[src/hw/rtl/lcgsc_pkg.sv]
// ----------------------------------------------------------------------------
// lcgsc_pkg
// Shared widths, register indexes and structs of the LCG keystream byte cipher.
// ----------------------------------------------------------------------------
`default_nettype none

package lcgsc_pkg;

	localparam int DATA_W    = 8;
	localparam int TERM_W    = 31;
	localparam int KEY_LEN_W = 10;
	localparam int CFG_IDX_W = 3;
	localparam int CNT_W     = $clog2(TERM_W);

	localparam int MAX_KEY_TERMS = 1000;

	localparam logic [CFG_IDX_W-1:0] REG_MODULUS    = 3'd0;
	localparam logic [CFG_IDX_W-1:0] REG_MULTIPLIER = 3'd1;
	localparam logic [CFG_IDX_W-1:0] REG_INCREMENT  = 3'd2;
	localparam logic [CFG_IDX_W-1:0] REG_SEED       = 3'd3;
	localparam logic [CFG_IDX_W-1:0] REG_KEY_LENGTH = 3'd4;
	localparam logic [CFG_IDX_W-1:0] REG_DECRYPT    = 3'd5;

	// Settings as the datapath uses them: modulus at least one, length clamped.
	typedef struct packed {
		logic [TERM_W-1:0]    modulus;
		logic [TERM_W-1:0]    multiplier;
		logic [TERM_W-1:0]    increment;
		logic [TERM_W-1:0]    seed;
		logic [KEY_LEN_W-1:0] key_len;
		logic                 decrypt;
	} cfg_t;

	typedef struct packed {
		logic              start_reduce;
		logic              start_mul;
		logic [TERM_W-1:0] operand;
	} mod_cmd_t;

	typedef struct packed {
		logic              done;
		logic [TERM_W-1:0] residue;
	} mod_stat_t;

endpackage

`default_nettype wire

[src/hw/rtl/lcgsc_if.sv]
// ----------------------------------------------------------------------------
// lcgsc_if
// Valid/ready channels for the input bytes and the result bytes.
// ----------------------------------------------------------------------------
`default_nettype none

interface lcgsc_in_if import lcgsc_pkg::*; ();
	logic              valid;
	logic              ready;
	logic [DATA_W-1:0] data_byte;
	logic              restart;

	modport source (output valid, data_byte, restart, input ready);
	modport sink   (input valid, data_byte, restart, output ready);
endinterface

interface lcgsc_out_if import lcgsc_pkg::*; ();
	logic              valid;
	logic              ready;
	logic [DATA_W-1:0] result_byte;

	modport source (output valid, result_byte, input ready);
	modport sink   (input valid, result_byte, output ready);
endinterface

`default_nettype wire

[src/hw/rtl/lcg_gamma_stream_cipher.sv]
// ----------------------------------------------------------------------------
// lcg_gamma_stream_cipher
// Byte stream cipher that adds or subtracts the low byte of an LCG key term.
// ----------------------------------------------------------------------------
// Usage: bytes enter on data_in (valid/ready, with a restart flag marking the
// first byte of a message) and each yields exactly one byte on data_out.
// Settings are written through cfg_we/cfg_index/cfg_wdata; the user must
// write them only while no item is in flight, as the block does not enforce
// it. data_in accepts one item at a time. After acceptance the key term is
// reduced modulo m one bit per cycle, and once the reduction is done the
// result is loaded into the output register. Unless the item was the last
// term of the key, the next term (a*x + c) mod m is then formed by Horner
// steps over the multiplier bits, each a doubling step and an add step, and
// data_in is ready for the next item only once that term is stored (at the
// end of the key, once the result is loaded). Reset restores modulus 1, key
// length 1, all other settings zero, and restarts the keystream at the seed.
// A stalled receiver holds the result in the output register. The next item
// is still accepted and reduced, but its result is loaded and its next term
// started only once that register is free again.
// ----------------------------------------------------------------------------
`default_nettype none

module lcg_gamma_stream_cipher import lcgsc_pkg::*; #(
	parameter int MAX_TERMS = MAX_KEY_TERMS
) (
	input  wire logic                 clk,
	input  wire logic                 arst_n,
	lcgsc_in_if.sink                  data_in,
	lcgsc_out_if.source               data_out,
	input  wire logic                 cfg_we,
	input  wire logic [CFG_IDX_W-1:0] cfg_index,
	input  wire logic [TERM_W-1:0]    cfg_wdata
);

	localparam logic [1:0] ST_IDLE   = 2'd0;
	localparam logic [1:0] ST_REDUCE = 2'd1;
	localparam logic [1:0] ST_EMIT   = 2'd2;
	localparam logic [1:0] ST_NEXT   = 2'd3;

	cfg_t      cfg;
	mod_cmd_t  cmd;
	mod_stat_t stat;

	logic [1:0]           state_q;
	logic [KEY_LEN_W-1:0] pos_q;
	logic [TERM_W-1:0]    cur_q;
	logic [DATA_W-1:0]    data_q;
	logic                 out_valid_q;
	logic [DATA_W-1:0]    result_q;

	logic                 accept;
	logic                 from_seed;
	logic                 slot_free;
	logic                 last_term;
	logic [DATA_W-1:0]    key_byte;
	logic [DATA_W-1:0]    combined;

	lcgsc_cfg #(
		.MAX_TERMS (MAX_TERMS)
	) u_cfg (
		.clk       (clk),
		.arst_n    (arst_n),
		.cfg_we    (cfg_we),
		.cfg_index (cfg_index),
		.cfg_wdata (cfg_wdata),
		.cfg       (cfg)
	);

	lcgsc_modunit u_modunit (
		.clk    (clk),
		.arst_n (arst_n),
		.cfg    (cfg),
		.cmd    (cmd),
		.stat   (stat)
	);

	assign data_in.ready = (state_q == ST_IDLE);
	assign accept        = data_in.valid && data_in.ready;

	// Position zero, a restart or a position past a shortened key all mean x0.
	assign from_seed = data_in.restart || (pos_q == '0) || (pos_q >= cfg.key_len);
	assign slot_free = !out_valid_q || data_out.ready;
	assign last_term = ({1'b0, pos_q} + (KEY_LEN_W+1)'(1)) >= {1'b0, cfg.key_len};

	assign key_byte = stat.residue[DATA_W-1:0];
	assign combined = cfg.decrypt ? (data_q - key_byte) : (data_q + key_byte);

	always_comb begin
		cmd.start_reduce = accept;
		cmd.start_mul    = (state_q == ST_EMIT) && slot_free && !last_term;
		cmd.operand      = from_seed ? cfg.seed : cur_q;
	end

	always_ff @(posedge clk or negedge arst_n) begin
		if (!arst_n) begin
			state_q     <= ST_IDLE;
			pos_q       <= '0;
			cur_q       <= '0;
			out_valid_q <= 1'b0;
		end else begin
			if (out_valid_q && data_out.ready)
				out_valid_q <= 1'b0;
			case (state_q)
				ST_IDLE: begin
					if (accept) begin
						if (from_seed)
							pos_q <= '0;
						state_q <= ST_REDUCE;
					end
				end
				ST_REDUCE: begin
					if (stat.done)
						state_q <= ST_EMIT;
				end
				ST_EMIT: begin
					if (slot_free) begin
						out_valid_q <= 1'b1;
						if (last_term) begin
							pos_q   <= '0;
							state_q <= ST_IDLE;
						end else begin
							pos_q   <= pos_q + KEY_LEN_W'(1);
							state_q <= ST_NEXT;
						end
					end
				end
				ST_NEXT: begin
					if (stat.done) begin
						cur_q   <= stat.residue;
						state_q <= ST_IDLE;
					end
				end
				default: state_q <= ST_IDLE;
			endcase
		end
	end

	always_ff @(posedge clk) begin
		if (accept)
			data_q <= data_in.data_byte;
		if ((state_q == ST_EMIT) && slot_free)
			result_q <= combined;
	end

	assign data_out.valid       = out_valid_q;
	assign data_out.result_byte = result_q;

endmodule

`default_nettype wire

[src/hw/rtl/lcgsc_cfg.sv]
// ----------------------------------------------------------------------------
// lcgsc_cfg
// Configuration registers; decodes writes and stores sanitized settings.
// ----------------------------------------------------------------------------
`default_nettype none

module lcgsc_cfg import lcgsc_pkg::*; #(
	parameter int MAX_TERMS = MAX_KEY_TERMS
) (
	input  wire logic                 clk,
	input  wire logic                 arst_n,
	input  wire logic                 cfg_we,
	input  wire logic [CFG_IDX_W-1:0] cfg_index,
	input  wire logic [TERM_W-1:0]    cfg_wdata,
	output cfg_t                      cfg
);

	localparam int MAX_LEN_INT = (MAX_TERMS < (1 << KEY_LEN_W)) ?
		MAX_TERMS : (1 << KEY_LEN_W) - 1;
	localparam logic [KEY_LEN_W-1:0] MAX_LEN = KEY_LEN_W'(MAX_LEN_INT);

	logic [TERM_W-1:0]    modulus_q;
	logic [TERM_W-1:0]    multiplier_q;
	logic [TERM_W-1:0]    increment_q;
	logic [TERM_W-1:0]    seed_q;
	logic [KEY_LEN_W-1:0] key_len_q;
	logic                 decrypt_q;
	logic [KEY_LEN_W-1:0] wlen;

	assign wlen = cfg_wdata[KEY_LEN_W-1:0];

	always_ff @(posedge clk or negedge arst_n) begin
		if (!arst_n) begin
			modulus_q    <= TERM_W'(1);
			multiplier_q <= '0;
			increment_q  <= '0;
			seed_q       <= '0;
			key_len_q    <= KEY_LEN_W'(1);
			decrypt_q    <= 1'b0;
		end else if (cfg_we) begin
			case (cfg_index)
				REG_MODULUS: begin
					// A zero modulus behaves as a modulus of one.
					modulus_q <= (cfg_wdata == '0) ? TERM_W'(1) : cfg_wdata;
				end
				REG_MULTIPLIER: multiplier_q <= cfg_wdata;
				REG_INCREMENT:  increment_q  <= cfg_wdata;
				REG_SEED:       seed_q       <= cfg_wdata;
				REG_KEY_LENGTH: begin
					if (wlen == '0)
						key_len_q <= KEY_LEN_W'(1);
					else if (wlen > MAX_LEN)
						key_len_q <= MAX_LEN;
					else
						key_len_q <= wlen;
				end
				REG_DECRYPT:    decrypt_q <= cfg_wdata[0];
				default: ;
			endcase
		end
	end

	assign cfg.modulus    = modulus_q;
	assign cfg.multiplier = multiplier_q;
	assign cfg.increment  = increment_q;
	assign cfg.seed       = seed_q;
	assign cfg.key_len    = key_len_q;
	assign cfg.decrypt    = decrypt_q;

endmodule

`default_nettype wire

[src/hw/rtl/lcgsc_modunit.sv]
// ----------------------------------------------------------------------------
// lcgsc_modunit
// Bit-serial residue engine: x mod m, and (a * term + c) mod m by Horner steps.
// ----------------------------------------------------------------------------
`default_nettype none

module lcgsc_modunit import lcgsc_pkg::*; (
	input  wire logic clk,
	input  wire logic arst_n,
	input  cfg_t      cfg,
	input  mod_cmd_t  cmd,
	output mod_stat_t stat
);

	localparam logic [1:0] MS_IDLE   = 2'd0;
	localparam logic [1:0] MS_REDUCE = 2'd1;
	localparam logic [1:0] MS_DBL    = 2'd2;
	localparam logic [1:0] MS_ADD    = 2'd3;

	localparam logic [CNT_W-1:0] LAST_BIT = CNT_W'(TERM_W - 1);

	logic [1:0]        state_q;
	logic [CNT_W-1:0]  cnt_q;
	logic              done_q;
	logic [TERM_W-1:0] r_q;
	logic [TERM_W-1:0] b_sh_q;
	logic [TERM_W-1:0] a_sh_q;
	logic [TERM_W-1:0] term_q;
	logic [TERM_W-1:0] d_q;

	logic [TERM_W:0]   dbl;
	logic [TERM_W+1:0] dbl_diff;
	logic [TERM_W-1:0] dbl_res;
	logic [TERM_W:0]   add_sum;
	logic [TERM_W:0]   add_diff;
	logic [TERM_W-1:0] add_res;

	// Doubling step: r = (2r + next bit) mod m; the sum stays below 2m.
	always_comb begin
		dbl      = {r_q, b_sh_q[TERM_W-1]};
		dbl_diff = {1'b0, dbl} - {2'b00, cfg.modulus};
		dbl_res  = dbl_diff[TERM_W+1] ? dbl[TERM_W-1:0] : dbl_diff[TERM_W-1:0];
	end

	// Add step: r = (r + term) mod m, with d = m - term precomputed.
	always_comb begin
		add_sum  = {1'b0, r_q} + {1'b0, term_q};
		add_diff = {1'b0, r_q} - {1'b0, d_q};
		add_res  = add_diff[TERM_W] ? add_sum[TERM_W-1:0] : add_diff[TERM_W-1:0];
	end

	always_ff @(posedge clk or negedge arst_n) begin
		if (!arst_n) begin
			state_q <= MS_IDLE;
			cnt_q   <= '0;
			done_q  <= 1'b0;
		end else begin
			done_q <= 1'b0;
			case (state_q)
				MS_IDLE: begin
					if (cmd.start_reduce) begin
						state_q <= MS_REDUCE;
						cnt_q   <= LAST_BIT;
					end else if (cmd.start_mul) begin
						state_q <= MS_DBL;
						cnt_q   <= LAST_BIT;
					end
				end
				MS_REDUCE: begin
					if (cnt_q == '0) begin
						state_q <= MS_IDLE;
						done_q  <= 1'b1;
					end else begin
						cnt_q <= cnt_q - CNT_W'(1);
					end
				end
				MS_DBL: state_q <= MS_ADD;
				MS_ADD: begin
					if (cnt_q == '0) begin
						state_q <= MS_IDLE;
						done_q  <= 1'b1;
					end else begin
						cnt_q   <= cnt_q - CNT_W'(1);
						state_q <= MS_DBL;
					end
				end
				default: state_q <= MS_IDLE;
			endcase
		end
	end

	always_ff @(posedge clk) begin
		case (state_q)
			MS_IDLE: begin
				if (cmd.start_reduce) begin
					r_q    <= '0;
					b_sh_q <= cmd.operand;
				end else if (cmd.start_mul) begin
					// The residue held now is the reduced term of this item.
					term_q <= r_q;
					d_q    <= cfg.modulus - r_q;
					r_q    <= '0;
					a_sh_q <= cfg.multiplier;
					b_sh_q <= cfg.increment;
				end
			end
			MS_REDUCE, MS_DBL: begin
				r_q    <= dbl_res;
				b_sh_q <= {b_sh_q[TERM_W-2:0], 1'b0};
			end
			MS_ADD: begin
				if (a_sh_q[TERM_W-1])
					r_q <= add_res;
				a_sh_q <= {a_sh_q[TERM_W-2:0], 1'b0};
			end
			default: ;
		endcase
	end

	assign stat.done    = done_q;
	assign stat.residue = r_q;

endmodule

`default_nettype wire
[src/flat_wrapper.sv]
// flat-port wrapper written by rule: the top's interface ports become plain ports
module lcg_gamma_stream_cipher_flat import lcgsc_pkg::*;
#(
	parameter int MAX_TERMS = MAX_KEY_TERMS
)
  (clk, arst_n, cfg_we, cfg_index, cfg_wdata, data_in_valid, data_in_data_byte, data_in_restart, data_in_ready, data_out_valid, data_out_result_byte, data_out_ready);
  lcgsc_in_if data_in_i ();
  lcgsc_out_if data_out_i ();
  input  wire logic clk;
  input  wire logic arst_n;
  input  wire logic cfg_we;
  input  wire logic [CFG_IDX_W-1:0] cfg_index;
  input  wire logic [TERM_W-1:0] cfg_wdata;
  input wire logic [$bits(data_in_i.valid)-1:0] data_in_valid;
  input wire logic [$bits(data_in_i.data_byte)-1:0] data_in_data_byte;
  input wire logic [$bits(data_in_i.restart)-1:0] data_in_restart;
  output wire logic [$bits(data_in_i.ready)-1:0] data_in_ready;
  output wire logic [$bits(data_out_i.valid)-1:0] data_out_valid;
  output wire logic [$bits(data_out_i.result_byte)-1:0] data_out_result_byte;
  input wire logic [$bits(data_out_i.ready)-1:0] data_out_ready;
  assign data_in_i.valid = data_in_valid;
  assign data_in_i.data_byte = data_in_data_byte;
  assign data_in_i.restart = data_in_restart;
  assign data_in_ready = data_in_i.ready;
  assign data_out_valid = data_out_i.valid;
  assign data_out_result_byte = data_out_i.result_byte;
  assign data_out_i.ready = data_out_ready;
  lcg_gamma_stream_cipher #(.MAX_TERMS(MAX_TERMS)) u_core (.clk(clk), .arst_n(arst_n), .data_in(data_in_i), .data_out(data_out_i), .cfg_we(cfg_we), .cfg_index(cfg_index), .cfg_wdata(cfg_wdata));
endmodule
[config.mk]
export PLATFORM = sky130hd
export DESIGN_NAME = lcg_gamma_stream_cipher_flat
export DESIGN_NICKNAME = d
export VERILOG_FILES = /design/src/hw/rtl/lcgsc_pkg.sv /design/src/hw/rtl/lcgsc_if.sv /design/src/hw/rtl/lcg_gamma_stream_cipher.sv /design/src/hw/rtl/lcgsc_cfg.sv /design/src/hw/rtl/lcgsc_modunit.sv /design/src/flat_wrapper.sv
export SDC_FILE = /design/constraint.sdc
export NUM_CORES = 1
export LEC_CHECK = 0
export ABC_AREA = 0
export BUFFER_PORTS_ARGS = -buffer_cell sky130_fd_sc_hd__buf_2
export CELL_PAD_IN_SITES_DETAIL_PLACEMENT = 0
export CELL_PAD_IN_SITES_GLOBAL_PLACEMENT = 1
export CORE_ASPECT_RATIO = 0.7
export CORE_MARGIN = 4
export CORE_UTILIZATION = 30
export DETAILED_ROUTE_END_ITERATION = 10
export PLACE_DENSITY = 0.61
export SYNTH_ARGS = -nofsm -noshare
export SYNTH_HDL_FRONTEND = slang
export SYNTH_SLANG_ARGS = --single-unit
[constraint.sdc]
create_clock -name clk -period 7.35 [get_ports clk]
set_input_delay 1.47 -clock clk [delete_from_list [all_inputs] [get_ports clk]]
set_output_delay 1.47 -clock clk [all_outputs]
set_load 0.05 [all_outputs]
=== Word level (Yosys, flattened, before mapping) ===
Cells that the tools add are included.
Widths: inputs -> output; s select.

* Input port bits: 48
* Word-level logic and storage cells: 134
* Output and inout bits: 10
* Bits in registers: 358

* Equal/unequal tests: 22
* Bitwise operators: 1
* Add/subtract/negate cells: 9
* Muxes and demuxes: 42
* $lt $le $gt $ge: 3
* Reductions and logical operators: 37

{| class="wikitable"
|+ Operators by type and width
! kind !! number
|-
| $mux 31 || 11
|-
| $pmux 31 s2 || 2
|-
| $pmux 31 s3 || 1
|-
| $mux 10 || 6
|-
| $sub 32x31->33 || 1
|-
| $sub 31x31->32 || 1
|-
| $add 31x31->31 || 1
|-
| $logic_not 31->1 || 1
|-
| $sub 31x31->31 || 1
|-
| $logic_not 10->1 || 2
|-
| $pmux 10 s2 || 1
|-
| $reduce_and 2->1 || 10
|-
| $mux 2 || 9
|-
| $ne 2x2->1 const B || 8
|-
| $pmux 2 s4 || 2
|-
| $mux 5 || 3
|-
| $add 10x1->11 const B || 1
|-
| $ge 11x10->1 || 1
|-
| $add 10x1->10 const B || 1
|-
| $ge 10x10->1 || 1
|-
| $gt 10x10->1 const B || 1
|-
| $pmux 5 s2 || 1
|-
| $reduce_and 3->1 || 3
|-
| $add 8x8->8 || 1
|-
| other kinds (21) || 44
|}

=== Longest topological paths before layout ===
* Depth in word-level cells: 7
* Depth in mapped cells: 15
* Gate-level depth less buffers: 14

=== Hierarchy ===
Synthesis repeated with hierarchy kept, for this count alone.

* Cells, all modules: 2076
* Area, all modules: 22280.1 sq um

{| class="wikitable"
|+ Modules (own cells, without submodules)
! module !! instances !! cells each !! area each (sq um) !! sequential area each (sq um)
|-
| lcgsc_modunit || 1 || 1439 || 13440.4 || 4854.7
|-
| lcgsc_cfg || 1 || 318 || 5208.7 || 3380.7
|-
| lcg_gamma_stream_cipher || 1 || 319 || 3631.0 || 1581.5
|}

=== Least setup slack after synthesis ===
No wires, ideal clock.

* Kind: register to register
* Start point: reg u_core.pos_q[0]
* End point: reg u_core.u_modunit.r_q[0] (enable)
* Path buffers: 0
* Arrival time: 4.188 ns
* Required time: 6.920 ns
* Setup time: 0.430 ns
* Period minus slack after synthesis: 4.618 ns
* Slack: 2.732 ns
* Stages on the path, launching flop included: 14
* Path through: dfrtp_1 -> ha_1 -> and3_1 -> nand3_1 -> nor2_1 -> xor2_1 -> ha_1 -> a21o_1 -> a21oi_1 -> o21ai_0 -> nor3_1 -> nand2_1 -> and3_1 -> a21oi_1

* Cells in the longest elaborated chain, start to end: 6

{| class="wikitable"
|+ RTL lines
! what !! RTL line !! source
|-
| start, declared || lcg_gamma_stream_cipher.sv:45 || <nowiki>logic [KEY_LEN_W-1:0] pos_q;</nowiki>
|-
| start signal, assigned || lcg_gamma_stream_cipher.sv:122 || <nowiki>pos_q <= pos_q + KEY_LEN_W'(1);</nowiki>
|-
| $add 10x1->11 || lcg_gamma_stream_cipher.sv:83 || <nowiki>assign last_term = ({1'b0, pos_q} + (KEY_LEN_W+1)'(1)) >= {1'b0, cfg.key_len};</nowiki>
|-
| $ge 11x10->1 || lcg_gamma_stream_cipher.sv:83 ||
|-
| $logic_not 1->1 || lcg_gamma_stream_cipher.sv:90 || <nowiki>cmd.start_mul = (state_q == ST_EMIT) && slot_free && !last_term;</nowiki>
|-
| $logic_and 1x1->1 || lcg_gamma_stream_cipher.sv:90 ||
|-
| $ne 3x1->1 (no source line) || - ||
|-
| $reduce_and 2->1 (no source line) || - ||
|-
| end signal, assigned || lcgsc_modunit.sv:108 || <nowiki>r_q <= dbl_res;</nowiki>
|-
| end signal, assigned || lcgsc_modunit.sv:113 || <nowiki>r_q <= add_res;</nowiki>
|-
| end, declared || lcgsc_modunit.sv:25 || <nowiki>logic [TERM_W-1:0] r_q;</nowiki>
|}

Every way passes these cells.
A chain may end at the register's enable or synchronous reset.

=== Worst setup path in the final report ===
* Start point: reg u_core.pos_q[0]
* End point: reg u_core.u_modunit.r_q[30] (enable)

The elaborated chain is that of the path after synthesis.

==> implementation parameters <==
Parameter                              Value

Critical path
  Crit path depth ... 13
  Critical path endpoint ... u_core.u_modunit.r_q[30]
  Element type at the critical path start ... flip-flop
  Slowest cell on the critical path ... sky130_fd_sc_hd__a21oi_4
  Path depth of the worst reg2reg path ... 13
  Bufs and invs on worst path ... 0
  Kind of end point of the critical path ... flip-flop
  Largest incremental delay on the critical path ... 0.84 ns
  Highest fanout seen on the critical path ... 31
  R2r startpoint ... u_core.pos_q[0]
  Cell-by-cell trace of the critical path ... ha_1 > and3_1 > nand3_1 > nor2_1 > xor2_1 > ha_1 > a21o_1 > a21oi_1 > o21ai_0 > nor3_1 > nand2_1 > and3_1 > a21oi_4
  Worst endpoint required time ... 7.51 ns
  Worst setup path start ... u_core.pos_q[0]
  CP arrival ... 4.73 ns
  Capturing point of the worst reg2reg path ... u_core.u_modunit.r_q[30]
  Kind of cell adding the most delay to the critical path ... simple AND/OR/NAND/NOR gates
  Register-to-register setup slack ... 2.79 ns
  Critical path type ... flip-flop to flip-flop

Yosys
  Proportion of synthesized chip area in sequential cells ... 44.63%
  Number of enable flip-flop cells after synthesis ... 171
  Number of synthesis warnings ... 0
  Most used flip-flop cell after synthesis ... sky130_fd_sc_hd__dfrtp_1
  Synthesized area per cell ... 10.34 um^2
  Flop and latch count out of synthesis ... 358
  Post-Synthesis Cells ... 2128
  Library cells used by synthesis ... 83
  Area of the mapped netlist ... 22000 um^2
  Proportion of register bits with asynchronous set or reset after synthesis ... 52.23%
  Number of nets in the synthesized netlist ... 2340

Cells and area
  Fin area ... 24700 um^2
  Post-layout net count ... 2375
  Most common cell after layout, fill and taps aside ... sky130_fd_sc_hd__dfrtp_1
  Highest-count cells in the layout ignoring fill and taps ... sky130_fd_sc_hd__dfrtp_1 (185), sky130_fd_sc_hd__edfxtp_1 (171), sky130_fd_sc_hd__nand2_1 (158), sky130_fd_sc_hd__ha_1 (157), sky130_fd_sc_hd__a21oi_1 (136)
  Syn-to-layout area delta ... 12.29%
  Number of fill cells ... 7304
  Fraction of final layout cells sized beyond drive strength 1 ... 14.23%
  Core Util, Final ... 34.25%
  Inserted Diodes ... 0
  Final Instance Count excl. Fillers ... 3159

CTS
  Clock buffer count from CTS ... 38
  Post-cts hold buffer count ... 0
  Bufs on Longest Clock Path ... 3
  H-tree lvl count ... 2
  Clock latency reported for the late side of the worst-skew pair ... 0.55 ns
  PostCTS Resize Cnt ... 0
  Number of buffers inserted to repair setup after CTS ... 0
  Clock net sink count ... 358
  Root buf cell ... sky130_fd_sc_hd__clkbuf_16
  Reg clk slew, reported paths ... 0.06 ns
  Clock tree from TritonCTS ... yes

Die
  Count of boundary I/O pins ... 58
  Die Y-Extent ... 234.6 um
  Die boundary width ... 331.7 um
  Core region area ... 72130 um^2
  Number of rows in the core area ... 82
  Total Die Area ... 77790 um^2
  Effective utilization at floorplan ... 30.50%

Power and ir drop
  Worst IR Drop VDD ... 0.1713 mV
  Power Density ... 404.1 nW/um^2
  Leakage component of the power ... 0.01057 uW

Min path
  Path type of the worst min-delay path ... flip-flop to flip-flop

Global routing
  Total routing resource utilization after global routing ... 15.07%
  Global-route wire length before repair ... 93.70 mm
  Antenna violations before repair ... 0
  Overflow left after global routing ... 0
  Maximum number of pins on one net before global-route repair ... 105
  Vias in the first global route ... 16018

STA
  Transition time at the pin with the least slew margin ... 1.088 ns
  Worst setup margin ... 2.786 ns
  Period Utilization, post-route ... 62.10%
  Maximum clock frequency ... 219.1 MHz
  Relative max-transition margin ... 27.31%
  Total count of hold-check failures in the final report ... 0
  Unrepaired setup endpoints after global routing ... no
  Setup total negative slack ... 0 ns
  Final period demand of the worst path ... 4.564 ns
  Max-slew violation total from the final report ... 0
  Final setup vio count ... 0
  Clock skew after layout ... 0.02189 ns

Routing
  Drt initial violations ... 1037
  Number of iterations in the first detailed-routing pass ... 7
  Remaining design rule violation count ... 0
  Remaining antenna violation count after routing ... 0
  Number of vias in the routed layout ... 16298
  Drt via density ... 5.159
  Wirelength, routed ... 59.66 mm
  DR WL/cell ... 18.89 um

Place
  Number of placed instances with taps included ... 3089
  Post-detail-place hpwl ... 43.93 mm
  DP Area ... 23380 um^2
  DP Worst Slack ... 2.810 ns
  RePlAce Congestion ... 0.8394
  Number of buffers added on ports ... 57

Flow run
  Max Cap Violations ... 0

Outcome
  Outcome ... complete, no violations
-- worst min-delay path by stage --
stage / startpoint / endpoint / slack, ns / depth (start not counted)
after floorplan: u_core.cur_q[0] / u_core.cur_q[0] / 0.45 / 2
after global placement: u_core.cur_q[5] / u_core.cur_q[5] / 0.47 / 2
after detailed placement: u_core.cur_q[29] / u_core.cur_q[29] / 0.47 / 2
after CTS: u_core.cur_q[3] / u_core.cur_q[3] / 0.49 / 2
after global routing: u_core.cur_q[24] / u_core.cur_q[24] / 0.51 / 2
final: u_core.cur_q[25] / u_core.cur_q[25] / 0.48 / 2
-- per-layer routing --
layer,global-route usage [%],part of all wire (%)
met5,0,0
met1,23.35,53
met2,22.44,42
met3,2.197,4.4
met4,2.505,1.4
-- Yosys cell counts (55+ instances only) --
cell type,instances,share of area [%]
sky130_fd_sc_hd__nand2_1,158,2.7
sky130_fd_sc_hd__ha_1,159,9.0
sky130_fd_sc_hd__inv_1,133,2.3
sky130_fd_sc_hd__mux2_2,126,6.5
sky130_fd_sc_hd__a21o_1,89,3.0
sky130_fd_sc_hd__xor2_1,56,2.2
sky130_fd_sc_hd__edfxtp_1,171,23
sky130_fd_sc_hd__nor2_1,136,2.3
sky130_fd_sc_hd__xnor2_1,65,2.6
sky130_fd_sc_hd__dfrtp_1,185,21
sky130_fd_sc_hd__clkbuf_1,55,0.94
sky130_fd_sc_hd__o21ai_0,135,3.1
sky130_fd_sc_hd__a21oi_1,138,3.1
-- sequential cells by signal (all words and copies together), names as in the netlist --
name                         count
u_core.cur_q                    31
u_core.u_cfg.increment_q        31
u_core.u_cfg.modulus_q          31
u_core.u_cfg.multiplier_q       31
u_core.u_cfg.seed_q             31
u_core.u_modunit.a_sh_q         31
u_core.u_modunit.b_sh_q         31
u_core.u_modunit.d_q            31
u_core.u_modunit.r_q            31
u_core.u_modunit.term_q         31
u_core.pos_q                    10
u_core.u_cfg.key_len_q          10
u_core.data_out.result_byte      8
u_core.data_q                    8
u_core.u_modunit.cnt_q           5
u_core.state_q                   2
u_core.u_modunit.state_q         2
u_core.data_out.valid            1
u_core.u_cfg.decrypt_q           1
u_core.u_modunit.done_q          1
-- worst reg2reg max path, stage by stage (launching register included) --
cell	delay [ns]
sky130_fd_sc_hd__dfrtp_1	0.46
sky130_fd_sc_hd__ha_1	0.27
sky130_fd_sc_hd__and3_1	0.22
sky130_fd_sc_hd__nand3_1	0.20
sky130_fd_sc_hd__nor2_1	0.18
sky130_fd_sc_hd__xor2_1	0.21
sky130_fd_sc_hd__ha_1	0.28
sky130_fd_sc_hd__a21o_1	0.17
sky130_fd_sc_hd__a21oi_1	0.12
sky130_fd_sc_hd__o21ai_0	0.12
sky130_fd_sc_hd__nor3_1	0.33
sky130_fd_sc_hd__nand2_1	0.36
sky130_fd_sc_hd__and3_1	0.38
sky130_fd_sc_hd__a21oi_4	0.84
-- cells by family (layout without fill, tap and decap cells) --
kind of cell,count (synthesis),after routing,share of synthesized area [%]
and+or+nand+nor,487,487,10.47
buffers and inverters,215,280,3.856
xor gates and xnor gates,121,121,4.818
DFF,358,358,44.63
adders and majority gates,164,164,9.499
muxes,165,165,8.225
AOI/OAI and AO/OA,618,618,18.51
-- stage by stage --
stage          hold slack (ns)  total power, uW
6_report                0.4837             9981
4_1_cts                 0.4873            10060
3_5_place_dp            0.4741             7951
2_1_floorplan           0.4492             6665
5_1_grt                 0.5110            10760
3_3_place_gp            0.4696             7906
-- report_power, final --
part / total, uW / switching, uW / internal [uW]
Clock: 2040 / 860 / 1180
Sequential: 2890 / 313 / 2570
Combinational: 5060 / 2960 / 2100
-- cell type report --
cell class	count	area, um^2	area share (%)
multi-input combinational	1555	11410	46.20
sequential	358	9817	39.74
tap	966	1209	4.893
clock buffer	54	1155	4.676
inverter	133	499.2	2.021
timing repair buffer	77	444.2	1.798
clock inverter	16	165.2	0.6687
(Power assumes the default switching activity.)
